===== config.mk =====
export PLATFORM = sky130hd
export DESIGN_NAME = ppc_quad_cell
export DESIGN_NICKNAME = d
export VERILOG_FILES = /design/src/rtl/core/ppc_pkg.sv /design/src/rtl/core/ppc_quad_cell.sv
export SDC_FILE = /design/constraint.sdc
export NUM_CORES = 1
export LEC_CHECK = 0
export BUFFER_PORTS_ARGS = -buffer_cell sky130_fd_sc_hd__buf_2
export CAP_MARGIN = 25
export CELL_PAD_IN_SITES_DETAIL_PLACEMENT = 0
export CELL_PAD_IN_SITES_GLOBAL_PLACEMENT = 1
export CORE_UTILIZATION = 40
export DETAILED_ROUTE_END_ITERATION = 6
export HOLD_SLACK_MARGIN = 0.02
export PLACE_DENSITY = 0.94
export RECOVER_POWER = 50
export SYNTH_ARGS = -nofsm -noshare
export SYNTH_HDL_FRONTEND = slang
export SYNTH_SLANG_ARGS = --single-unit

===== constraint.sdc =====
create_clock -name clk -period 8.5 [get_ports clk]
set_input_delay 1.7 -clock clk [delete_from_list [all_inputs] [get_ports clk]]
set_output_delay 1.7 -clock clk [all_outputs]
set_load 0.1 [all_outputs]

===== src/rtl/core/ppc_pkg.sv =====
// Shared types, widths and constants for the planar pose composition pipeline.
`default_nettype none

package ppc_pkg;

  // Field widths
  localparam int POS_W  = 24;
  localparam int HEAD_W = 20;

  // Internal widths: vector in Q.20, angle in 2^-30 rad
  localparam int GUARD_SH = 12;
  localparam int ANG_SH   = 14;
  localparam int DIFF_W   = POS_W + 1;
  localparam int VEC_W    = 40;
  localparam int HSUM_W   = HEAD_W + 1;
  localparam int ANG_W    = 36;

  // Rotator depth and arctangent table
  localparam int CORDIC_STAGES = 16;
  localparam int TABLE_LEN     = 24;
  localparam int STAGE_IDX_W   = $clog2(TABLE_LEN);
  localparam int QUAD_STEPS    = 3;

  // Pipeline: prep, quadrant steps, rotation stages, product, output
  localparam int PIPE_DEPTH = 1 + QUAD_STEPS + CORDIC_STAGES + 2;

  // Gain correction, Q24
  localparam int GAIN_W = 25;
  localparam logic signed [GAIN_W-1:0] GAIN_Q24 = 25'sd10188014;
  localparam int GAIN_SH = 36;

  // Quadrant reduction limits
  localparam logic signed [ANG_W-1:0] PI_Q30      = 36'sd3373259426;
  localparam logic signed [ANG_W-1:0] HALF_PI_Q30 = 36'sd1686629713;

  // Opcodes
  localparam logic OP_COMPOSE  = 1'b0;
  localparam logic OP_RELATIVE = 1'b1;

  // Item in flight through the rotator
  typedef struct packed {
    logic                     op;
    logic signed [POS_W-1:0]  bx;
    logic signed [POS_W-1:0]  by;
    logic signed [HEAD_W-1:0] head;
    logic                     head_sat;
    logic signed [VEC_W-1:0]  x;
    logic signed [VEC_W-1:0]  y;
    logic signed [ANG_W-1:0]  z;
  } ppc_data_t;

  // Finished result
  typedef struct packed {
    logic signed [POS_W-1:0]  rx;
    logic signed [POS_W-1:0]  ry;
    logic signed [HEAD_W-1:0] rh;
    logic                     sat;
  } ppc_result_t;

  // Truncated atan(2^-i) in units of 2^-30 rad
  function automatic logic signed [ANG_W-1:0] atan_q30(input logic [STAGE_IDX_W-1:0] idx);
    logic signed [ANG_W-1:0] a;
    case (idx)
      5'd0:    a = 36'sh03243F6A8;
      5'd1:    a = 36'sh01DAC6705;
      5'd2:    a = 36'sh00FADBAFC;
      5'd3:    a = 36'sh007F56EA6;
      5'd4:    a = 36'sh003FEAB76;
      5'd5:    a = 36'sh001FFD55B;
      5'd6:    a = 36'sh000FFFAAA;
      5'd7:    a = 36'sh0007FFF55;
      5'd8:    a = 36'sh0003FFFEA;
      5'd9:    a = 36'sh0001FFFFD;
      5'd10:   a = 36'sh0000FFFFF;
      5'd11:   a = 36'sh00007FFFF;
      5'd12:   a = 36'sh00003FFFF;
      5'd13:   a = 36'sh00001FFFF;
      5'd14:   a = 36'sh00000FFFF;
      5'd15:   a = 36'sh000007FFF;
      5'd16:   a = 36'sh000003FFF;
      5'd17:   a = 36'sh000001FFF;
      5'd18:   a = 36'sh000000FFF;
      5'd19:   a = 36'sh0000007FF;
      5'd20:   a = 36'sh0000003FF;
      5'd21:   a = 36'sh0000001FF;
      5'd22:   a = 36'sh0000000FF;
      5'd23:   a = 36'sh00000007F;
      default: a = '0;
    endcase
    return a;
  endfunction

endpackage

`default_nettype wire


===== src/rtl/core/ppc_quad_cell.sv =====
// One quadrant reduction step: when the angle lies outside [-pi/2, pi/2], folds it by pi and negates the vector.
`default_nettype none

module ppc_quad_cell (
  input  wire logic               clk,
  input  wire logic               en,
  input  wire ppc_pkg::ppc_data_t din,
  output ppc_pkg::ppc_data_t      dout
);
  import ppc_pkg::*;

  ppc_data_t d_next;

  always_comb begin
    d_next = din;
    if (din.z > HALF_PI_Q30) begin
      d_next.z = din.z - PI_Q30;
      d_next.x = -din.x;
      d_next.y = -din.y;
    end else if (din.z < -HALF_PI_Q30) begin
      d_next.z = din.z + PI_Q30;
      d_next.x = -din.x;
      d_next.y = -din.y;
    end
  end

  // Hand to the next cell on advance
  always_ff @(posedge clk) begin
    if (en) begin
      dout <= d_next;
    end
  end

endmodule

`default_nettype wire


==> out/metrics.csv <==
stage,metric,value,unit
cts,cts_resized,0,
cts,cts_root_buf,clkbuf_16,
yosys,avgSynthCellArea,12.23,sq um
cts,cts.path.max_buffers,2,
route,drtAntennaViolNets,0,
min_path,min_path_type,input port to flop,
timing,setup_violations,0,
yosys,synth_most_common_cell,edfxtp_1,
yosys,ys_warn_count,0,
timing,period_share,53.41,%
yosys,synthCells,748,
route,drcViolationCount,0,
global_route,grt_overflow,0,
cts,cts_tree,built,
floorplanning,rows,54,
timing,setup_tns,0,ps
floorplanning,design.die.area,23470,sq um
timing,worst_slew_pin_slew,1294,ps
layout,drive_above_1_share,29.31,%
route,drtIter0Drc,611,
global_route,grt_start_max_net_pins,99,
yosys,syn_area,9146,sq um
critical_path,arrival,4710,ps
placement,port_buffers,373,
layout,largest_register,dout,
global_route,grt_use_total,24.06,%
layout,largest_registers,dout: 186 flops,
min_path,min_from,din[163],
critical_path,crit_required,8670,ps
timing,fmax,220.3,MHz
critical_path,worstSetupPathType,input port to flop,
timing,slew_headroom,14.10,%
route,wl_per_cell,20.40,um
route,viasPerCell,5.443,
critical_path,startpoint,din[30],
cts,cts_made_buffers,17,
cts,htreeDepth,4,
global_route,grt_pass1_vias,7441,
global_route,grt_pass1_wl,42880,um
placement,dp_hpwl,21260,um
layout,final_area,11760,sq um
floorplanning,core_area,22090,sq um
placement,placedCellCount,1365,
route,vias,7625,
yosys,async_flop_share,0,%
timing,slew_viol_final,0,
placement,dpl-instance-area,11210,sq um
floorplanning,die_x,153.2,um
yosys,syn-num-nets,940,
timing,grt_setup_unrepaired,no,
job,drv_cap,0,
cts,cts.clk_slew.worst_paths,90,ps
floorplanning,die_y,153.2,um
yosys,ys_seq_area_share,61.07,%
critical_path,cp-start-kind,input port,
power,leakagePower,4.434,nW
timing,hold_violations,0,
yosys,ys_ff_latch,186,
route,wl,28580,um
yosys,synth.distinct_cells,67,
critical_path,worst_setup_path_end_kind,flop,
floorplanning,pin_count,374,
layout,fin_cells,1401,
cts,cts_setup_buffers,0,
layout,largest_reg_flops,186,
cts,cts.sinks,186,
layout,nets,1298,
yosys,synth_top_area_share,61.07,%
floorplanning,start_util,41.40,%
layout,syn2layout_area_growth,28.55,%
yosys,synth_edf_count,186,
placement,gp_congestion,0.9069,
global_route,antenna_found_initial,2,
critical_path,critPathMaxFanout,58,
yosys,synth_flop_cell,edfxtp_1,
route,first_pass_iters,5,
power,max-vdd-ir-drop,0.1331,mV
yosys,synth_area_leader_cell,edfxtp_1,
yosys,synthTopCellsByCount,"edfxtp_1, xnor2_1, nand2_1, nor2_1, xor2_1",
timing,period_needed,4540,ps
power,total_power,2.999,mW
outcome,outcome,finished clean,
power,cellPowerDensity,255.1,nW/um^2
cts,hold_buffers,0,
yosys,synth_area_leaders,"edfxtp_1, xnor2_1, xor2_1",
==> cells in the final DEF, fill, tap and decap left out, types with 17 or more instances in the layout <==
cell type  netlist  final
buf_2            3    272
edfxtp_1       186    186
clkbuf_1        31    101
xnor2_1         70     70
nand2_1         55     55
nor2_1          50     50
xor2_1          39     39
o21ai_0         31     31
o31ai_1         26     26
a21oi_1         25     25
nor3_1          23     22
nand3_1         21     21
inv_1           17     17
clkbuf_16        0     17
==> stage by stage <==
| stage | utilization [%] | hold slack (ps) | setup slack [ps] |
|---|---|---|---|
| 2_1_floorplan | - | 1799 | 4095 |
| 5_1_grt | 53.22 | 1415 | 3870 |
| 6_report | 53.22 | 1437 | 3960 |
| 3_3_place_gp | 50.74 | 1876 | 3332 |
| 4_1_cts | 53.56 | 1422 | 3703 |
| 3_5_place_dp | 50.74 | 1878 | 3236 |
==> routing by layer <==
metal	track usage, %	wire, um	up-vias
li1	-	-	3540
met1	26.90	10470	3628
met2	43.55	14720	397
met3	5.812	2253	60
met4	10.10	1145	0
met5	0	0	-
==> path summary, 6_finish.rpt <==
check	endpoint	cells past startpoint
hold / removal	dout[163]	1
setup / recovery	dout[90]	10
==> critical path, cell delays in order <==
cell and delay (ps):
buf_2 170, or4b_1 530, or4b_4 520, a311oi_4 330, o31ai_2 110, buf_4 220
or3_2 590, buf_12 230, o41ai_1 120, xnor2_1 140
==> area by class of cell <==
cell class / instances / area [sq um]
repair buffers: 380 / 1832
inverters: 17 / 63.81
multi-input cells: 504 / 3297
diodes: 2 / 5.005
fillers: 1957 / 10340
flip-flops and latches: 186 / 5585
clock buffers: 17 / 425.4
clock inverters: 15 / 198.9
well taps: 280 / 350.3
==> report_power, final <==
| part | switching [mW] | total [mW] | leakage (nW) | internal [mW] |
|---|---|---|---|---|
| clock network | 0.398 | 0.825 | 0.300 | 0.428 |
| registers | 0.0247 | 1.15 | 1.82 | 1.12 |
| logic | 0.875 | 1.02 | 2.31 | 0.149 |
| total | 1.30 | 3.00 | 4.43 | 1.70 |
==> cells by family (layout without fill, tap and decap cells) <==
group / count (synthesis) / after routing / share of synthesized area (%)
flip-flops: 186 / 186 / 61.07
AND/OR/NAND/NOR: 224 / 224 / 12.50
buffers and inverters: 58 / 429 / 2.955
AO/OA/AOI/OAI: 167 / 167 / 12.49
XOR/XNOR: 109 / 109 / 10.44
other: 0 / 2 / 0
adder cells (fa/ha/maj): 4 / 4 / 0.5472
No activity file was read; power rests on OpenSTA's default activity.
