--- config.mk ---
export PLATFORM = sky130hd
export DESIGN_NAME = ppc_cordic_cell
export DESIGN_NICKNAME = d
export VERILOG_FILES = /design/src/rtl/core/ppc_pkg.sv /design/src/rtl/core/ppc_cordic_cell.sv
export SDC_FILE = /design/constraint.sdc
export NUM_CORES = 1
export LEC_CHECK = 0
export ABC_CLOCK_PERIOD_IN_PS = 9250
export BUFFER_PORTS_ARGS = -buffer_cell sky130_fd_sc_hd__buf_2
export CAP_MARGIN = 5
export CORE_AREA = 2 2 174 218
export DETAILED_ROUTE_END_ITERATION = 8
export DIE_AREA = 0 0 176 220
export GPL_TIMING_DRIVEN = 1
export PLACE_DENSITY = 0.74
export SLEW_MARGIN = 30
export SYNTH_ARGS = -nofsm -noshare
export SYNTH_HDL_FRONTEND = slang
export SYNTH_SLANG_ARGS = --single-unit
--- constraint.sdc ---
create_clock -name clk -period 9.25 [get_ports clk]
set_input_delay 1.85 -clock clk [delete_from_list [all_inputs] [get_ports clk]]
set_output_delay 1.85 -clock clk [all_outputs]
set_load 0.01 [all_outputs]
--- src/rtl/core/ppc_pkg.sv ---
// Shared types, widths and constants for the planar pose composition pipeline.
`default_nettype none

package ppc_pkg;

  // Field widths
  localparam int POS_W  = 24;
  localparam int HEAD_W = 20;

  // Internal widths: vector in Q.20, angle in 2^-30 rad
  localparam int GUARD_SH = 12;
  localparam int ANG_SH   = 14;
  localparam int DIFF_W   = POS_W + 1;
  localparam int VEC_W    = 40;
  localparam int HSUM_W   = HEAD_W + 1;
  localparam int ANG_W    = 36;

  // Rotator depth and arctangent table
  localparam int CORDIC_STAGES = 16;
  localparam int TABLE_LEN     = 24;
  localparam int STAGE_IDX_W   = $clog2(TABLE_LEN);
  localparam int QUAD_STEPS    = 3;

  // Pipeline: prep, quadrant steps, rotation stages, product, output
  localparam int PIPE_DEPTH = 1 + QUAD_STEPS + CORDIC_STAGES + 2;

  // Gain correction, Q24
  localparam int GAIN_W = 25;
  localparam logic signed [GAIN_W-1:0] GAIN_Q24 = 25'sd10188014;
  localparam int GAIN_SH = 36;

  // Quadrant reduction limits
  localparam logic signed [ANG_W-1:0] PI_Q30      = 36'sd3373259426;
  localparam logic signed [ANG_W-1:0] HALF_PI_Q30 = 36'sd1686629713;

  // Opcodes
  localparam logic OP_COMPOSE  = 1'b0;
  localparam logic OP_RELATIVE = 1'b1;

  // Item in flight through the rotator
  typedef struct packed {
    logic                     op;
    logic signed [POS_W-1:0]  bx;
    logic signed [POS_W-1:0]  by;
    logic signed [HEAD_W-1:0] head;
    logic                     head_sat;
    logic signed [VEC_W-1:0]  x;
    logic signed [VEC_W-1:0]  y;
    logic signed [ANG_W-1:0]  z;
  } ppc_data_t;

  // Finished result
  typedef struct packed {
    logic signed [POS_W-1:0]  rx;
    logic signed [POS_W-1:0]  ry;
    logic signed [HEAD_W-1:0] rh;
    logic                     sat;
  } ppc_result_t;

  // Truncated atan(2^-i) in units of 2^-30 rad
  function automatic logic signed [ANG_W-1:0] atan_q30(input logic [STAGE_IDX_W-1:0] idx);
    logic signed [ANG_W-1:0] a;
    case (idx)
      5'd0:    a = 36'sh03243F6A8;
      5'd1:    a = 36'sh01DAC6705;
      5'd2:    a = 36'sh00FADBAFC;
      5'd3:    a = 36'sh007F56EA6;
      5'd4:    a = 36'sh003FEAB76;
      5'd5:    a = 36'sh001FFD55B;
      5'd6:    a = 36'sh000FFFAAA;
      5'd7:    a = 36'sh0007FFF55;
      5'd8:    a = 36'sh0003FFFEA;
      5'd9:    a = 36'sh0001FFFFD;
      5'd10:   a = 36'sh0000FFFFF;
      5'd11:   a = 36'sh00007FFFF;
      5'd12:   a = 36'sh00003FFFF;
      5'd13:   a = 36'sh00001FFFF;
      5'd14:   a = 36'sh00000FFFF;
      5'd15:   a = 36'sh000007FFF;
      5'd16:   a = 36'sh000003FFF;
      5'd17:   a = 36'sh000001FFF;
      5'd18:   a = 36'sh000000FFF;
      5'd19:   a = 36'sh0000007FF;
      5'd20:   a = 36'sh0000003FF;
      5'd21:   a = 36'sh0000001FF;
      5'd22:   a = 36'sh0000000FF;
      5'd23:   a = 36'sh00000007F;
      default: a = '0;
    endcase
    return a;
  endfunction

endpackage

`default_nettype wire

--- src/rtl/core/ppc_cordic_cell.sv ---
// One CORDIC rotation-mode stage with a fixed shift and arctangent.
`default_nettype none

module ppc_cordic_cell (
  input  wire logic                            clk,
  input  wire logic                            en,
  input  wire logic [ppc_pkg::STAGE_IDX_W-1:0] idx,
  input  wire ppc_pkg::ppc_data_t              din,
  output ppc_pkg::ppc_data_t                   dout
);
  import ppc_pkg::*;

  logic signed [VEC_W-1:0] dx, dy;
  logic signed [ANG_W-1:0] a;
  ppc_data_t               d_next;

  // Rotate toward a zero residual angle
  always_comb begin
    dx     = din.y >>> idx;
    dy     = din.x >>> idx;
    a      = atan_q30(idx);
    d_next = din;
    if (!din.z[ANG_W-1]) begin
      d_next.x = din.x - dx;
      d_next.y = din.y + dy;
      d_next.z = din.z - a;
    end else begin
      d_next.x = din.x + dx;
      d_next.y = din.y - dy;
      d_next.z = din.z + a;
    end
  end

  always_ff @(posedge clk) begin
    if (en) begin
      dout <= d_next;
    end
  end

endmodule

`default_nettype wire

==> impl_metrics.toml <==
[sta]
tightest_slew_ns = 0.9666
finalSetupViolCount = 0
setup_ws_ns = 0.8585
holdWs_ns = 1.563
fin_setup_tns_ns = 0
fmax_mhz = 119.2
period_minus_slack_ns = 8.391
slew_headroom_pct = 34.88
rsz0062_at_grt = "false"
hold_viol = 0
finalMaxSlewViolations = 0
min_period_over_period_pct = 90.72

[clock_network]
cts_tree = "yes"
clock-sinks = 186
post_cts_buffers = 0
clk_pin_slew_ns = 0.08
cts_max_level = 4
clk_path_buf_depth = 2
postCtsHoldBufs = 0
cts.repair.resized = 0
cts_made_buffers = 17
root_buffer = "clkbuf_16"

[worst_setup_path]
startpoint_type = "input pin"
cp-startpoint = "idx[0]"
cp_max_fo = 45
cp.arrival_ns = 8.60
critical_path.endpoint = "dout[75]"
critPathRequiredTime_ns = 9.46
critPathKind = "in -> reg"
endpoint_kind = "register"

[yosys]
synth_area_leader_cell = "edfxtp_1"
synth-edff-count = 186
synthFlopType = "edfxtp_1"
yosysTopAreaCellShare_pct = 28.09
syn_nets = 2355
synthesis.instances = 2032
synth_top_cells_by_area = "edfxtp_1 (28%), mux4_2 (13%), ha_1 (8.0%), xnor2_1 (5.2%), a21oi_1 (4.3%)"
syn_area_per_cell_um2 = 9.784
yosysWarnings = 0
ys_ff_latch = 186
ys_types = 83
synth_area_um2 = 19880
yosysSeqAreaShare_pct = 28.09
synth-async-reset-ratio_pct = 0

[route]
vias_per_cell = 6.590
ant_nets = 0
drtPass1Iterations = 6
drtIter0Drc = 1973
post_drt_wl_per_cell_um = 24.65
postRouteWirelength_um = 70320
route.detailed.drc = 0
vias = 18800

[placed_design]
dp_worst_setup_slack_ns = 0.4412
place_inst = 2818
gp_congestion = 1.045
hpwlAfterDp_um = 55110
port_buffers = 378

[global_route]
gr-total-overflow = 0
grt_max_degree = 75
grt_pass1_wl_um = 104700
grt_pass1_vias = 18340
antenna_found_initial = 3
grt.total_usage_pct = 35.50

[floorplanning]
fp.dieH_um = 220
start_util_pct = 53.92
die_w_um = 176
core_um2 = 36870
boundaryPins = 379
rows = 79
die-area_um2 = 38720

[pwr]
leakagePower_nw = 9.647
vdd_ir_drop_max_mv = 0.1165
p_per_area_nw_per_um2 = 168.5

[finish]
fin_util_pct = 61.83
mostFrequentLayoutCells = "buf_2 (374), edfxtp_1 (186), a21oi_1 (172)"
regMostFlops = "dout"
drive_above_1_share_pct = 26.90
final_common_cell = "buf_2"
fin_cells = 2853
reg.largest.list = "dout (186)"
area_growth_pct = 14.66
nNetsFinal = 2674
largest_reg_flops = 186

[min_path]
hold_path_class = "in -> reg"
min_from = "din[160]"

[status]
status = "finished, final reports clean"

[flow_run]
maxCapViolCount = 0
-- metrics by stage --
stage / instance area, µm² / power [mW]
finish: 22800 / 3.842
global route: 22790 / 4.048
CTS: 22790 / 3.834
detailed placement: 22180 / 3.068
global placement: 22180 / 3.043
floorplan: 19880 / 2.462
-- worst max-delay path: stages --
cell and delay [ns]:
buf_6 0.44, mux4_2 0.59, mux2_2 0.31, a22o_1 0.18
a211oi_1 0.44, ha_1 0.29, inv_1 0.05, a2111o_1 0.31
nor4b_1 0.32, buf_4 0.19, and3_1 0.23, and2_1 0.27
a21oi_1 0.12, xor2_1 0.21, ha_1 0.40, a21o_1 0.19
a21o_1 0.17, a21oi_1 0.13, o21ai_0 0.09, a21o_1 0.19
a2111o_1 0.40, a211o_1 0.30, a311oi_1 0.42, o21ai_0 0.17
a21oi_1 0.19, xnor2_1 0.10
-- routing by layer --
layer	GRT usage (%)	vias up	wire length (µm)
met2	63.67	1113	35210
met1	39.89	8989	25020
li1	-	8435	-
met5	0	-	18
met3	6.228	261	5870
met4	19.81	2	4202
-- synthesized netlist by cell type, types with 7 or more instances --
| master | instances |
|---|---|
| o31ai_1 | 7 |
| a211oi_1 | 15 |
| a22oi_1 | 8 |
| a21o_1 | 65 |
| mux4_2 | 117 |
| and2_1 | 24 |
| nor2b_1 | 18 |
| mux2_2 | 48 |
| xnor2_1 | 117 |
| buf_1 | 25 |
| and3_1 | 22 |
| nand4_1 | 9 |
| o21bai_1 | 17 |
| o21a_1 | 28 |
| nor3_1 | 25 |
| a22o_1 | 11 |
| a221oi_1 | 14 |
| buf_2 | 40 |
| ha_1 | 127 |
| nand2b_1 | 21 |
| nand3_1 | 30 |
| o211ai_1 | 16 |
| o22ai_1 | 12 |
| a211o_1 | 12 |
| nor2_1 | 171 |
| edfxtp_1 | 186 |
| or3_1 | 10 |
| o21ai_0 | 111 |
| clkbuf_1 | 44 |
| a21oi_1 | 172 |
| xor2_1 | 74 |
| inv_1 | 55 |
| a31oi_1 | 43 |
| mux2i_1 | 63 |
| a21boi_0 | 7 |
| nand2_1 | 154 |
-- final cells by class --
| cell class | instances | area [µm²] |
|---|---|---|
| antenna | 3 | 7.507 |
| clock buffer | 18 | 429.2 |
| inverter | 58 | 217.7 |
| timing repair buffer | 418 | 2262 |
| clock inverter | 14 | 180.2 |
| tap | 486 | 608.1 |
| sequential | 186 | 5585 |
| multi-input combinational | 1670 | 13510 |
| fill | 3196 | 14070 |
-- worst min-delay path by stage --
| stage | end | slack [ns] | cells past startpoint |
|---|---|---|---|
| final | dout[160] | 1.56 | 1 |
| after global routing | dout[136] | 1.55 | 1 |
| after floorplan | dout[116] | 1.95 | 0 |
| after detailed placement | dout[153] | 2.03 | 1 |
| after global placement | dout[150] | 2.03 | 1 |
| after CTS | dout[185] | 1.54 | 1 |
-- where the power goes --
group          switching [mW]  leakage [nW]  total, mW  internal [mW]
combinational            1.11          7.53       1.88          0.771
sequential             0.0440          1.82       1.21           1.17
clock                   0.387         0.293      0.754          0.367
-- logic make-up after synthesis --
logic type	synth area share, %
compound gates	19.67
simple gates	12.13
mux	19.33
xor+xnor	8.496
flops	28.09
buf+inv	3.984
fa+ha+maj	8.295
Power figures use the tool's default switching activity.
