`config.mk`:
```
export PLATFORM = sky130hd
export DESIGN_NAME = ppc_prep
export DESIGN_NICKNAME = d
export VERILOG_FILES = /design/src/rtl/core/ppc_pkg.sv /design/src/rtl/core/ppc_prep.sv
export SDC_FILE = /design/constraint.sdc
export NUM_CORES = 1
export LEC_CHECK = 0
export ABC_AREA = 1
export BUFFER_PORTS_ARGS = -buffer_cell sky130_fd_sc_hd__buf_2
export CORE_MARGIN = 1
export CORE_UTILIZATION = 45
export CTS_CLUSTER_SIZE = 10
export DETAILED_ROUTE_END_ITERATION = 6
export GPL_ROUTABILITY_DRIVEN = 0
export PLACE_DENSITY = 0.75
export SLEW_MARGIN = 25
export SYNTH_ARGS = -nofsm -noshare
export SYNTH_HDL_FRONTEND = slang
export SYNTH_SLANG_ARGS = --single-unit
```
`constraint.sdc`:
```
create_clock -name clk -period 3.3 [get_ports clk]
set_clock_uncertainty 0.05 [all_clocks]
set_input_delay 0.66 -clock clk [delete_from_list [all_inputs] [get_ports clk]]
set_output_delay 0.66 -clock clk [all_outputs]
set_load 0.02 [all_outputs]
```
`src/rtl/core/ppc_pkg.sv`:
```
// Shared types, widths and constants for the planar pose composition pipeline.
`default_nettype none

package ppc_pkg;

  // Field widths
  localparam int POS_W  = 24;
  localparam int HEAD_W = 20;

  // Internal widths: vector in Q.20, angle in 2^-30 rad
  localparam int GUARD_SH = 12;
  localparam int ANG_SH   = 14;
  localparam int DIFF_W   = POS_W + 1;
  localparam int VEC_W    = 40;
  localparam int HSUM_W   = HEAD_W + 1;
  localparam int ANG_W    = 36;

  // Rotator depth and arctangent table
  localparam int CORDIC_STAGES = 16;
  localparam int TABLE_LEN     = 24;
  localparam int STAGE_IDX_W   = $clog2(TABLE_LEN);
  localparam int QUAD_STEPS    = 3;

  // Pipeline: prep, quadrant steps, rotation stages, product, output
  localparam int PIPE_DEPTH = 1 + QUAD_STEPS + CORDIC_STAGES + 2;

  // Gain correction, Q24
  localparam int GAIN_W = 25;
  localparam logic signed [GAIN_W-1:0] GAIN_Q24 = 25'sd10188014;
  localparam int GAIN_SH = 36;

  // Quadrant reduction limits
  localparam logic signed [ANG_W-1:0] PI_Q30      = 36'sd3373259426;
  localparam logic signed [ANG_W-1:0] HALF_PI_Q30 = 36'sd1686629713;

  // Opcodes
  localparam logic OP_COMPOSE  = 1'b0;
  localparam logic OP_RELATIVE = 1'b1;

  // Item in flight through the rotator
  typedef struct packed {
    logic                     op;
    logic signed [POS_W-1:0]  bx;
    logic signed [POS_W-1:0]  by;
    logic signed [HEAD_W-1:0] head;
    logic                     head_sat;
    logic signed [VEC_W-1:0]  x;
    logic signed [VEC_W-1:0]  y;
    logic signed [ANG_W-1:0]  z;
  } ppc_data_t;

  // Finished result
  typedef struct packed {
    logic signed [POS_W-1:0]  rx;
    logic signed [POS_W-1:0]  ry;
    logic signed [HEAD_W-1:0] rh;
    logic                     sat;
  } ppc_result_t;

  // Truncated atan(2^-i) in units of 2^-30 rad
  function automatic logic signed [ANG_W-1:0] atan_q30(input logic [STAGE_IDX_W-1:0] idx);
    logic signed [ANG_W-1:0] a;
    case (idx)
      5'd0:    a = 36'sh03243F6A8;
      5'd1:    a = 36'sh01DAC6705;
      5'd2:    a = 36'sh00FADBAFC;
      5'd3:    a = 36'sh007F56EA6;
      5'd4:    a = 36'sh003FEAB76;
      5'd5:    a = 36'sh001FFD55B;
      5'd6:    a = 36'sh000FFFAAA;
      5'd7:    a = 36'sh0007FFF55;
      5'd8:    a = 36'sh0003FFFEA;
      5'd9:    a = 36'sh0001FFFFD;
      5'd10:   a = 36'sh0000FFFFF;
      5'd11:   a = 36'sh00007FFFF;
      5'd12:   a = 36'sh00003FFFF;
      5'd13:   a = 36'sh00001FFFF;
      5'd14:   a = 36'sh00000FFFF;
      5'd15:   a = 36'sh000007FFF;
      5'd16:   a = 36'sh000003FFF;
      5'd17:   a = 36'sh000001FFF;
      5'd18:   a = 36'sh000000FFF;
      5'd19:   a = 36'sh0000007FF;
      5'd20:   a = 36'sh0000003FF;
      5'd21:   a = 36'sh0000001FF;
      5'd22:   a = 36'sh0000000FF;
      5'd23:   a = 36'sh00000007F;
      default: a = '0;
    endcase
    return a;
  endfunction

endpackage

`default_nettype wire

```
`src/rtl/core/ppc_prep.sv`:
```
// Input stage: forms the vector and angle for the rotator and the saturated heading.
`default_nettype none

module ppc_prep (
  input  wire logic                        clk,
  input  wire logic                        en,
  input  wire logic                        op,
  input  wire logic [ppc_pkg::POS_W-1:0]   base_x,
  input  wire logic [ppc_pkg::POS_W-1:0]   base_y,
  input  wire logic [ppc_pkg::HEAD_W-1:0]  base_heading,
  input  wire logic [ppc_pkg::POS_W-1:0]   other_x,
  input  wire logic [ppc_pkg::POS_W-1:0]   other_y,
  input  wire logic [ppc_pkg::HEAD_W-1:0]  other_heading,
  output ppc_pkg::ppc_data_t               dout
);
  import ppc_pkg::*;

  localparam int VEC_PAD = VEC_W - DIFF_W - GUARD_SH;
  localparam int ANG_PAD = ANG_W - HSUM_W - ANG_SH;

  logic signed [DIFF_W-1:0] bx_e, by_e, ox_e, oy_e, vx, vy;
  logic signed [HSUM_W-1:0] bh_e, oh_e, ang, hsum;
  logic signed [HEAD_W-1:0] head_c;
  logic                     hsat;
  ppc_data_t                d_next;

  // Widen fields and select the operation
  always_comb begin
    bx_e = $signed({base_x[POS_W-1], base_x});
    by_e = $signed({base_y[POS_W-1], base_y});
    ox_e = $signed({other_x[POS_W-1], other_x});
    oy_e = $signed({other_y[POS_W-1], other_y});
    bh_e = $signed({base_heading[HEAD_W-1], base_heading});
    oh_e = $signed({other_heading[HEAD_W-1], other_heading});
    if (op == OP_RELATIVE) begin
      vx   = ox_e - bx_e;
      vy   = oy_e - by_e;
      ang  = -bh_e;
      hsum = oh_e - bh_e;
    end else begin
      vx   = ox_e;
      vy   = oy_e;
      ang  = bh_e;
      hsum = oh_e + bh_e;
    end
  end

  // Clamp the heading sum to the field range
  always_comb begin
    hsat   = 1'b0;
    head_c = hsum[HEAD_W-1:0];
    if (hsum[HSUM_W-1] != hsum[HEAD_W-1]) begin
      hsat   = 1'b1;
      head_c = hsum[HSUM_W-1] ? {1'b1, {(HEAD_W-1){1'b0}}} : {1'b0, {(HEAD_W-1){1'b1}}};
    end
  end

  always_comb begin
    d_next.op       = op;
    d_next.bx       = base_x;
    d_next.by       = base_y;
    d_next.head     = head_c;
    d_next.head_sat = hsat;
    d_next.x        = {{VEC_PAD{vx[DIFF_W-1]}}, vx, {GUARD_SH{1'b0}}};
    d_next.y        = {{VEC_PAD{vy[DIFF_W-1]}}, vy, {GUARD_SH{1'b0}}};
    d_next.z        = {{ANG_PAD{ang[HSUM_W-1]}}, ang, {ANG_SH{1'b0}}};
  end

  // Load on advance
  always_ff @(posedge clk) begin
    if (en) begin
      dout <= d_next;
    end
  end

endmodule

`default_nettype wire

```
==> metrics <==
Final setup violation count 16; # DRC 0; register area share after synthesis 41.0%; Critical-path top delay cell ha_1; max incr delay on CP 0.40 ns; status complete, but fails checks; RSZ-0062 raised after global routing yes; Syn Inst Count 1,290; pwr/cell area 465 nW/µm²; top-count cell post-synth nand2_1; fin worst setup slack -0.0373 ns; number of flip-flops in the largest register 141; Relative slew margins 62.4%; maximum clock rate 0.300 GHz; FF+latch count, synth 141; biggest area consumer among synthesized cells edfxtp_1; maximum vdd drop 0.326 mV; Worst EP required 3.43 ns; Post-DRT Antenna Nets 0; clock root buffer master clkbuf_16; H-Tree Depth 4; Crit path top cell by count nand2_1; routed length per instance 16.1 µm; gr ovfl total 0; Placed Area 12,900 µm²; TritonCTS Buffers 17; vias in the first global route 9,955; top-area cell type share of the netlist area 41.0%; Num Clock Sinks 141; CP Buf/Inv Count 6; All-Layer GR Usage 26.5%; total number of vias 10,598; Pleak 6.81 nW; register area 4230 µm²; final count of hold timing violations 0; Yosys cell types 46; 1st-iter DRT viols 755; Clock transition at path regs 0.06 ns; router iterations before antenna repair 7; first-pass GRT wire length 49,000 µm; design area 14,000 µm²; die height 154 µm; Largest delay share family, worst path simple AND/OR/NAND/NOR gates; commonest cells in the netlist nand2_1, edfxtp_1, inv_1, nor2_1, o21ai_0; syn_area_per_cell 8.01 µm²; Fillers 1,920; largest register by flop count dout; vias per cell 5.29; CTS max path bufs 2; CTS tree done; WL final 32,300 µm; Final Net Count 1,916; Initial Util 45.8%; die area 23,600 µm²; Post-synth EDFFs 141; hold buffers post-CTS 0; Area contributors post-synth edfxtp_1, nand2_1, ha_1; Synth Cell Area 10,300 µm²; Worst setup EP type register; FP Rows 55; critical path class in -> reg; Top FF cell, synth edfxtp_1; Multi-input gate area 5580 µm²; Final Cycle Share 101%; startpoint types input pin; Critical Path AT 3.46 ns; Hold Crit Class in -> reg; layout cell share with drive strength beyond 1 33.1%; port bufs 286; Chip Width 154 µm; crit path time final 3.34 ns; final core occ 62.0%; count of pins over their slew limit 0; Top Ports 325; Layout area overhead 35.5%; largest net degree at the start of global routing 60; Final HPWL DP 24,900 µm; crit path cell chain buf_12, clkinv_8, ha_4, nand2_4, nor2_4, inv_2, nor3_4, nand2_2, xor2_1, nand2_1, o21ai_0, ha_1, nand2_2, nor2_4, buf_4, nand2_1, nand2_1, nand2_1, nand3_2, inv_2, nand3_2, nand4_4, clkbuf_16, nand2_2; Worst Tran Pin Value 0.563 ns; initial antenna violation count 6; Ys Warns 0; CP max FO 5; top flop regs dout: 141 flops; asr flop ratio synth 0%; failing checks setup timing; max_cap viols 0; core area 22,600 µm²
==> report_power, final <==
group          total, mW  switching [mW]  internal (mW)
Sequential          2.29          0.0548           2.24
Combinational       2.26            1.39          0.869
Clock               1.96           0.780           1.18
Total               6.51            2.23           4.28
==> worst paths after layout <==
path | from | slack (ns) | depth (start not counted) | to
setup / recovery | base_heading[0] | -0.04 | 24 | dout[128]
hold / removal | base_y[22] | 0.38 | 1 | dout[159]
==> per-stage QoR <==
step | hold slack (ns) | TNS, ns | total power, mW | cells | worst slack (ns)
floorplan | 0.709 | -1.43 | 3.62 | 1327 | -0.0803
global placement | 0.803 | -10.27 | 4.34 | 1955 | -0.539
detailed placement | 0.802 | -10.88 | 4.39 | 1955 | -0.548
CTS | 0.362 | -0.180 | 6.37 | 1988 | -0.0239
global route | 0.358 | -4.38 | 6.82 | 2003 | -0.233
finish | 0.379 | -0.333 | 6.51 | 2005 | -0.0373
==> final cells by class <==
cell class              count  share of cell area (%)
multi-input cells         970                    39.8
flip-flops and latches    141                    30.2
repair buffers            428                    18.9
inverters                 147                    4.25
clock buffers              18                    3.07
well taps                 285                    2.55
clock inverters            13                    1.07
diodes                      3                  0.0536
==> what timing repair did <==
action	in CTS	in global routing
pin swaps	9	52
buffers inserted	2	11
gates resized for setup	12	76
gates cloned	0	3
endpoints found under the hold margin	0	0
setup endpoints to repair	20	20
==> routing by layer <==
layer / GRT usage (%) / up-vias / share of wire, %
met5: 0 / - / 0.068
met4: 10.6 / 4 / 3.4
met3: 5.41 / 86 / 8.2
met2: 47.1 / 548 / 50
met1: 31.3 / 4853 / 38
li1: - / 5107 / -
==> kinds of logic after synthesis <==
kind of cell | after synthesis | share of synthesized area, %
AND/OR/NAND/NOR | 584 | 24.2
AO/OA/AOI/OAI | 231 | 12.2
buffers and inverters | 216 | 9.79
flip-flops | 141 | 41.0
adder cells (fa/ha/maj) | 72 | 8.94
XOR/XNOR | 45 | 3.81
other | 1 | 0.0363
==> cell usage in the layout, fill, tap and decap left out, types with 4 or more instances in the layout <==
cell / synthesis / layout
a31oi_1: 17 / 17
nor2_1: 107 / 104
edfxtp_1: 141 / 141
inv_1: 140 / 134
a21oi_2: 0 / 8
buf_4: 45 / 131
nor2_2: 3 / 5
o21ai_0: 97 / 87
nand3_2: 7 / 7
buf_12: 0 / 7
ha_4: 0 / 5
ha_1: 69 / 61
o21ai_1: 14 / 20
o21ai_2: 1 / 5
buf_6: 4 / 6
nand2_2: 5 / 35
a21oi_1: 73 / 65
conb_1: 1 / 38
clkbuf_16: 0 / 19
xor2_1: 25 / 23
nand3_1: 51 / 48
xnor2_1: 20 / 20
or2_1: 4 / 4
nand2_1: 349 / 315
or2_2: 5 / 5
nor3_1: 19 / 18
clkinv_2: 0 / 4
o21a_1: 8 / 8
inv_2: 6 / 9
nand4_1: 16 / 16
o21bai_1: 12 / 12
nand2_4: 0 / 4
buf_2: 1 / 282
No activity file was read; power rests on OpenSTA's default activity.
