$ cat src/rtl/core/ppc_pkg.sv
// Shared types, widths and constants for the planar pose composition pipeline.
`default_nettype none

package ppc_pkg;

  // Field widths
  localparam int POS_W  = 24;
  localparam int HEAD_W = 20;

  // Internal widths: vector in Q.20, angle in 2^-30 rad
  localparam int GUARD_SH = 12;
  localparam int ANG_SH   = 14;
  localparam int DIFF_W   = POS_W + 1;
  localparam int VEC_W    = 40;
  localparam int HSUM_W   = HEAD_W + 1;
  localparam int ANG_W    = 36;

  // Rotator depth and arctangent table
  localparam int CORDIC_STAGES = 16;
  localparam int TABLE_LEN     = 24;
  localparam int STAGE_IDX_W   = $clog2(TABLE_LEN);
  localparam int QUAD_STEPS    = 3;

  // Pipeline: prep, quadrant steps, rotation stages, product, output
  localparam int PIPE_DEPTH = 1 + QUAD_STEPS + CORDIC_STAGES + 2;

  // Gain correction, Q24
  localparam int GAIN_W = 25;
  localparam logic signed [GAIN_W-1:0] GAIN_Q24 = 25'sd10188014;
  localparam int GAIN_SH = 36;

  // Quadrant reduction limits
  localparam logic signed [ANG_W-1:0] PI_Q30      = 36'sd3373259426;
  localparam logic signed [ANG_W-1:0] HALF_PI_Q30 = 36'sd1686629713;

  // Opcodes
  localparam logic OP_COMPOSE  = 1'b0;
  localparam logic OP_RELATIVE = 1'b1;

  // Item in flight through the rotator
  typedef struct packed {
    logic                     op;
    logic signed [POS_W-1:0]  bx;
    logic signed [POS_W-1:0]  by;
    logic signed [HEAD_W-1:0] head;
    logic                     head_sat;
    logic signed [VEC_W-1:0]  x;
    logic signed [VEC_W-1:0]  y;
    logic signed [ANG_W-1:0]  z;
  } ppc_data_t;

  // Finished result
  typedef struct packed {
    logic signed [POS_W-1:0]  rx;
    logic signed [POS_W-1:0]  ry;
    logic signed [HEAD_W-1:0] rh;
    logic                     sat;
  } ppc_result_t;

  // Truncated atan(2^-i) in units of 2^-30 rad
  function automatic logic signed [ANG_W-1:0] atan_q30(input logic [STAGE_IDX_W-1:0] idx);
    logic signed [ANG_W-1:0] a;
    case (idx)
      5'd0:    a = 36'sh03243F6A8;
      5'd1:    a = 36'sh01DAC6705;
      5'd2:    a = 36'sh00FADBAFC;
      5'd3:    a = 36'sh007F56EA6;
      5'd4:    a = 36'sh003FEAB76;
      5'd5:    a = 36'sh001FFD55B;
      5'd6:    a = 36'sh000FFFAAA;
      5'd7:    a = 36'sh0007FFF55;
      5'd8:    a = 36'sh0003FFFEA;
      5'd9:    a = 36'sh0001FFFFD;
      5'd10:   a = 36'sh0000FFFFF;
      5'd11:   a = 36'sh00007FFFF;
      5'd12:   a = 36'sh00003FFFF;
      5'd13:   a = 36'sh00001FFFF;
      5'd14:   a = 36'sh00000FFFF;
      5'd15:   a = 36'sh000007FFF;
      5'd16:   a = 36'sh000003FFF;
      5'd17:   a = 36'sh000001FFF;
      5'd18:   a = 36'sh000000FFF;
      5'd19:   a = 36'sh0000007FF;
      5'd20:   a = 36'sh0000003FF;
      5'd21:   a = 36'sh0000001FF;
      5'd22:   a = 36'sh0000000FF;
      5'd23:   a = 36'sh00000007F;
      default: a = '0;
    endcase
    return a;
  endfunction

endpackage

`default_nettype wire

$ cat src/rtl/core/ppc_gain.sv
// Gain correction in split products, rounding, base add and saturation.
`default_nettype none

module ppc_gain (
  input  wire logic               clk,
  input  wire logic               en_mul,
  input  wire logic               en_out,
  input  wire ppc_pkg::ppc_data_t din,
  output ppc_pkg::ppc_result_t    dout
);
  import ppc_pkg::*;

  localparam int LO_W   = 20;
  localparam int HI_W   = VEC_W - LO_W;
  localparam int PH_W   = HI_W + GAIN_W;
  localparam int PL_W   = LO_W + 1 + GAIN_W;
  localparam int FULL_W = PH_W + LO_W + 1;
  localparam int Q_W    = FULL_W - GAIN_SH;
  localparam int SUM_W  = Q_W + 1;
  localparam logic signed [FULL_W-1:0] ROUND = FULL_W'(64'sd1 <<< (GAIN_SH - 1));

  // Product stage registers
  logic signed [PH_W-1:0]   phx, phy;
  logic signed [PL_W-1:0]   plx, ply;
  logic                     op_r, hsat_r;
  logic signed [POS_W-1:0]  bx_r, by_r;
  logic signed [HEAD_W-1:0] head_r;

  logic signed [PH_W-1:0]   phx_c, phy_c;
  logic signed [PL_W-1:0]   plx_c, ply_c;
  logic signed [FULL_W-1:0] fx, fy;
  logic signed [SUM_W-1:0]  sx, sy;
  logic signed [POS_W-1:0]  cx, cy;
  logic                     satx, saty;
  ppc_result_t              res_next;

  // Split each component so no product exceeds 21 x 25 bits
  always_comb begin
    phx_c = $signed(din.x[VEC_W-1:LO_W]) * GAIN_Q24;
    phy_c = $signed(din.y[VEC_W-1:LO_W]) * GAIN_Q24;
    plx_c = $signed({1'b0, din.x[LO_W-1:0]}) * GAIN_Q24;
    ply_c = $signed({1'b0, din.y[LO_W-1:0]}) * GAIN_Q24;
  end

  always_ff @(posedge clk) begin
    if (en_mul) begin
      phx    <= phx_c;
      phy    <= phy_c;
      plx    <= plx_c;
      ply    <= ply_c;
      op_r   <= din.op;
      bx_r   <= din.bx;
      by_r   <= din.by;
      head_r <= din.head;
      hsat_r <= din.head_sat;
    end
  end

  // Recombine, round half up, add the base in compose mode
  always_comb begin
    fx = $signed({phx[PH_W-1], phx, {LO_W{1'b0}}})
         + $signed({{(FULL_W-PL_W){plx[PL_W-1]}}, plx}) + ROUND;
    fy = $signed({phy[PH_W-1], phy, {LO_W{1'b0}}})
         + $signed({{(FULL_W-PL_W){ply[PL_W-1]}}, ply}) + ROUND;
    sx = $signed({fx[FULL_W-1], fx[FULL_W-1:GAIN_SH]});
    sy = $signed({fy[FULL_W-1], fy[FULL_W-1:GAIN_SH]});
    if (op_r == OP_COMPOSE) begin
      sx = sx + $signed({{(SUM_W-POS_W){bx_r[POS_W-1]}}, bx_r});
      sy = sy + $signed({{(SUM_W-POS_W){by_r[POS_W-1]}}, by_r});
    end
  end

  // Clamp positions to the field range
  always_comb begin
    satx = 1'b0;
    saty = 1'b0;
    cx   = sx[POS_W-1:0];
    cy   = sy[POS_W-1:0];
    if (sx[SUM_W-1:POS_W-1] != {(SUM_W-POS_W+1){sx[SUM_W-1]}}) begin
      satx = 1'b1;
      cx   = sx[SUM_W-1] ? {1'b1, {(POS_W-1){1'b0}}} : {1'b0, {(POS_W-1){1'b1}}};
    end
    if (sy[SUM_W-1:POS_W-1] != {(SUM_W-POS_W+1){sy[SUM_W-1]}}) begin
      saty = 1'b1;
      cy   = sy[SUM_W-1] ? {1'b1, {(POS_W-1){1'b0}}} : {1'b0, {(POS_W-1){1'b1}}};
    end
    res_next.rx  = cx;
    res_next.ry  = cy;
    res_next.rh  = head_r;
    res_next.sat = satx | saty | hsat_r;
  end

  // Output register
  always_ff @(posedge clk) begin
    if (en_out) begin
      dout <= res_next;
    end
  end

endmodule

`default_nettype wire

$ cat config.mk
export PLATFORM = sky130hd
export DESIGN_NAME = ppc_gain
export DESIGN_NICKNAME = d
export VERILOG_FILES = /design/src/rtl/core/ppc_pkg.sv /design/src/rtl/core/ppc_gain.sv
export SDC_FILE = /design/constraint.sdc
export NUM_CORES = 2
export LEC_CHECK = 0
export ABC_AREA = 1
export BUFFER_PORTS_ARGS = -buffer_cell sky130_fd_sc_hd__buf_2
export CAP_MARGIN = 20
export CORE_MARGIN = 2
export CORE_UTILIZATION = 60
export CTS_CLUSTER_SIZE = 40
export DETAILED_ROUTE_END_ITERATION = 16
export HOLD_SLACK_MARGIN = 0.02
export PLACE_DENSITY = 0.78
export SYNTH_ARGS = -nofsm -noshare
export SYNTH_HDL_FRONTEND = slang
export SYNTH_SLANG_ARGS = --single-unit
$ cat constraint.sdc
create_clock -name clk -period 8.12 [get_ports clk]
set_input_delay 1.624 -clock clk [delete_from_list [all_inputs] [get_ports clk]]
set_output_delay 1.624 -clock clk [all_outputs]
set_load 0.01 [all_outputs]
==> reports/results.tsv <==
metric	value	unit
Slew Viols, Final	0	
largest net degree at the start of global routing	131	
H-tree levels	1	
Max-cap violations	0	
# fillers	7865	
Mapped Area	55500	um^2
CP max FO	7	
largest family of logic cells by synthesized area	adder cells	
Synth cell types	54	
P&R area growth vs syn	6.33	%
CP Launch Type	primary input	
# Post-CTS Setup Buffers	0	
worst hold endpoint	dout[8]$_DFFE_PP_	
CTS root buffer	clkbuf_16	
CP Capture Type	flip-flop	
CTS tree	yes	
worst min path class	flip-flop to flip-flop	
share of cells above drive strength 1	0.0554	
worst clock skew	0.0306	ns
first-pass GRT wire length	229000	um
Die Wd	308	um
core region area	91700	um^2
Final Cycle Share	0.885	
Reg area	8200	um^2
Iter 0 DRT Violations	3134	
total number of yosys warnings	0	
register bit total from synthesis	273	
final-report hold violation count	0	
sequential area share after synthesis	0.148	
Tot GR Track Use	0.308	
Die Ht	308	um
r2r endpoint	dout[32]$_DFFE_PP_	
DR WL/cell	18.0	um
IO Pins	258	
asr flop ratio synth	0	
post-synthesis mux area share	0	
Finish-stage setup viols	0	
Worst Max-Slew Pin Slew	0.928	ns
vias in the first global route	43400	
drt via density	5.38	
Tmin final	7.19	ns
IO Port Bufs	221	
initial core utilization	0.605	
Total Wirelength	143000	um
outcome	finished clean	
EDFF count, synth	273	
hold path cells	0	
post-detail-place hpwl	128000	um
Detail Route Antenna Nets	0	
R2R depth	29	
RSZ-0062 raised after global routing	false	
Die ar.	94900	um^2
simple-gate portion of the synthesized area	0.153	
crit path DAT	7.50	ns
Post-Synth Adder-Cell Area	0.495	
min-delay src	head_r[7]$_DFFE_PP_	
Hold Buf Count CTS	0	
drt pass-1 iters	6	
via count	42600	
setup TNS	0	ns
reg2reg start	phy[20]$_DFFE_PP_	
Rel. slew slack	0.381	
GR Overflow Total	0	
Placer Congestion	0.982	
Num Clock Sinks	273	
# resized after CTS	0	
Critical Path RT	8.44	ns
cts bufs inserted	29	
Synth Area in Compound Gates	0.0594	
Layout Nets	8625	
Setup Crit Path Kind	primary input to flip-flop	
Reg2Reg Setup Slack	2.32	ns
Multi-input gate area	40900	um^2
clk_lat worst skew	0.60	ns
synthesized net count	8387	
syn avg cell area	8.57	um^2
Bufs on Longest Clock Path	3	
Post-route DRC	0	
Synth Area in XOR/XNOR	0.0313	
num rows	111	
initial antenna violation count	2	
clock transition at the registers of the reported paths	0.06	ns
Primary FF master, synth	edfxtp_1	
achievable clock frequency	0.139	GHz
Syn Inst Count	6474	
synthesized netlist by cell type (7+ instances only):
master | number | share of area
a211oi_1 | 8 | 0.0011
a21boi_0 | 8 | 0.0011
a21o_1 | 18 | 0.0024
a21oi_1 | 274 | 0.025
a31oi_1 | 43 | 0.0049
and3_1 | 9 | 0.0010
clkbuf_1 | 8 | 0.00054
edfxtp_1 | 273 | 0.15
fa_1 | 782 | 0.28
ha_1 | 942 | 0.21
inv_1 | 1616 | 0.11
inv_2 | 19 | 0.0013
nand2_1 | 1184 | 0.080
nand2_2 | 15 | 0.0017
nand3_1 | 232 | 0.021
nand3_2 | 10 | 0.0018
nand3b_1 | 9 | 0.0012
nand4_1 | 30 | 0.0034
nor2_1 | 433 | 0.029
nor2_2 | 15 | 0.0017
nor3_1 | 50 | 0.0045
nor3_2 | 7 | 0.0013
nor4_1 | 16 | 0.0018
o211ai_1 | 8 | 0.0011
o21a_1 | 22 | 0.0030
o21ai_0 | 141 | 0.013
o21bai_1 | 28 | 0.0038
or2_2 | 8 | 0.00090
xnor2_1 | 74 | 0.012
xor2_1 | 124 | 0.020
layer usage:
layer	wire length [um]	up-vias	global-route usage
li1	-	20700	-
met1	63100	20500	0.431
met2	68300	1218	0.521
met3	7600	217	0.0246
met4	3850	0	0.0743
met5	0	-	0
through the flow:
stage / setup WS, ns / cell area [um^2] / hold WS [ns] / cells / util
after floorplan: 1.10 / 55500 / 0.400 / 6474 / -
after global placement: 0.370 / 58000 / 0.400 / 7867 / 0.633
after detailed placement: 0.384 / 58000 / 0.405 / 7867 / 0.633
after CTS: 0.980 / 59000 / 0.417 / 7919 / 0.643
after global routing: 0.586 / 59000 / 0.421 / 7920 / 0.643
final: 0.931 / 59000 / 0.417 / 7921 / 0.643
area by class of cell:
type / count / area share
multi-input cells: 4538 / 0.694
flip-flops and latches: 273 / 0.139
inverters: 1636 / 0.104
well taps: 1186 / 0.0252
repair buffers: 234 / 0.0208
clock buffers: 32 / 0.0125
clock inverters: 20 / 0.00393
diodes: 2 / 0.0000849
how the worst max path moves through the flow:
stage	from	end	slack, ns	depth (start not counted)
2_1_floorplan	din[53]	ply[41]$_DFFE_PP_	1.10	22
3_3_place_gp	din[53]	ply[41]$_DFFE_PP_	0.37	23
4_1_cts	din[53]	ply[41]$_DFFE_PP_	0.98	23
5_1_grt	din[45]	ply[43]$_DFFE_PP_	0.59	26
3_5_place_dp	din[53]	ply[41]$_DFFE_PP_	0.38	23
6_report	din[45]	ply[43]$_DFFE_PP_	0.93	26
cell usage in the layout, fill, tap and decap left out, types with 50 or more instances in the layout:
master | Yosys | routed
a21oi_1 | 274 | 274
buf_2 | 4 | 220
edfxtp_1 | 273 | 273
fa_1 | 782 | 782
ha_1 | 942 | 942
inv_1 | 1616 | 1616
nand2_1 | 1184 | 1184
nand3_1 | 232 | 232
nor2_1 | 433 | 433
nor3_1 | 50 | 50
o21ai_0 | 141 | 141
xnor2_1 | 74 | 74
xor2_1 | 124 | 124
critical path, cell delays in order:
cell and delay (ns):
buf_2 0.22, inv_1 0.08, ha_1 0.35, inv_1 0.15
fa_1 0.47, fa_1 0.55, inv_1 0.07, fa_1 0.52
inv_1 0.05, fa_1 0.39, fa_1 0.54, inv_1 0.06
fa_1 0.47, inv_1 0.04, ha_1 0.29, nand2_1 0.10
nor2_1 0.15, inv_1 0.05, nor2_1 0.10, nor3_1 0.04
o21ai_0 0.09, a21boi_0 0.13, buf_4 0.17, o21ai_0 0.40
a21oi_1 0.18, xor2_1 0.19
sequential cells by signal, summed over array words and instances, names as in the netlist:
register,cells
hsat_r,1
bx_r,24
ply,23
dout,69
plx,23
by_r,24
phx,44
op_r,1
head_r,20
phy,44
cells by family after synthesis:
group,Yosys count
flip-flops,273
adder cells (fa/ha/maj),1724
XOR/XNOR,198
AO/OA/AOI/OAI,579
AND/OR/NAND/NOR,2037
buffers and inverters,1663
Power is left out: the tool's default activity adds up to more than one toggle a clock period on the data nets, which glitch-free logic cannot reach.
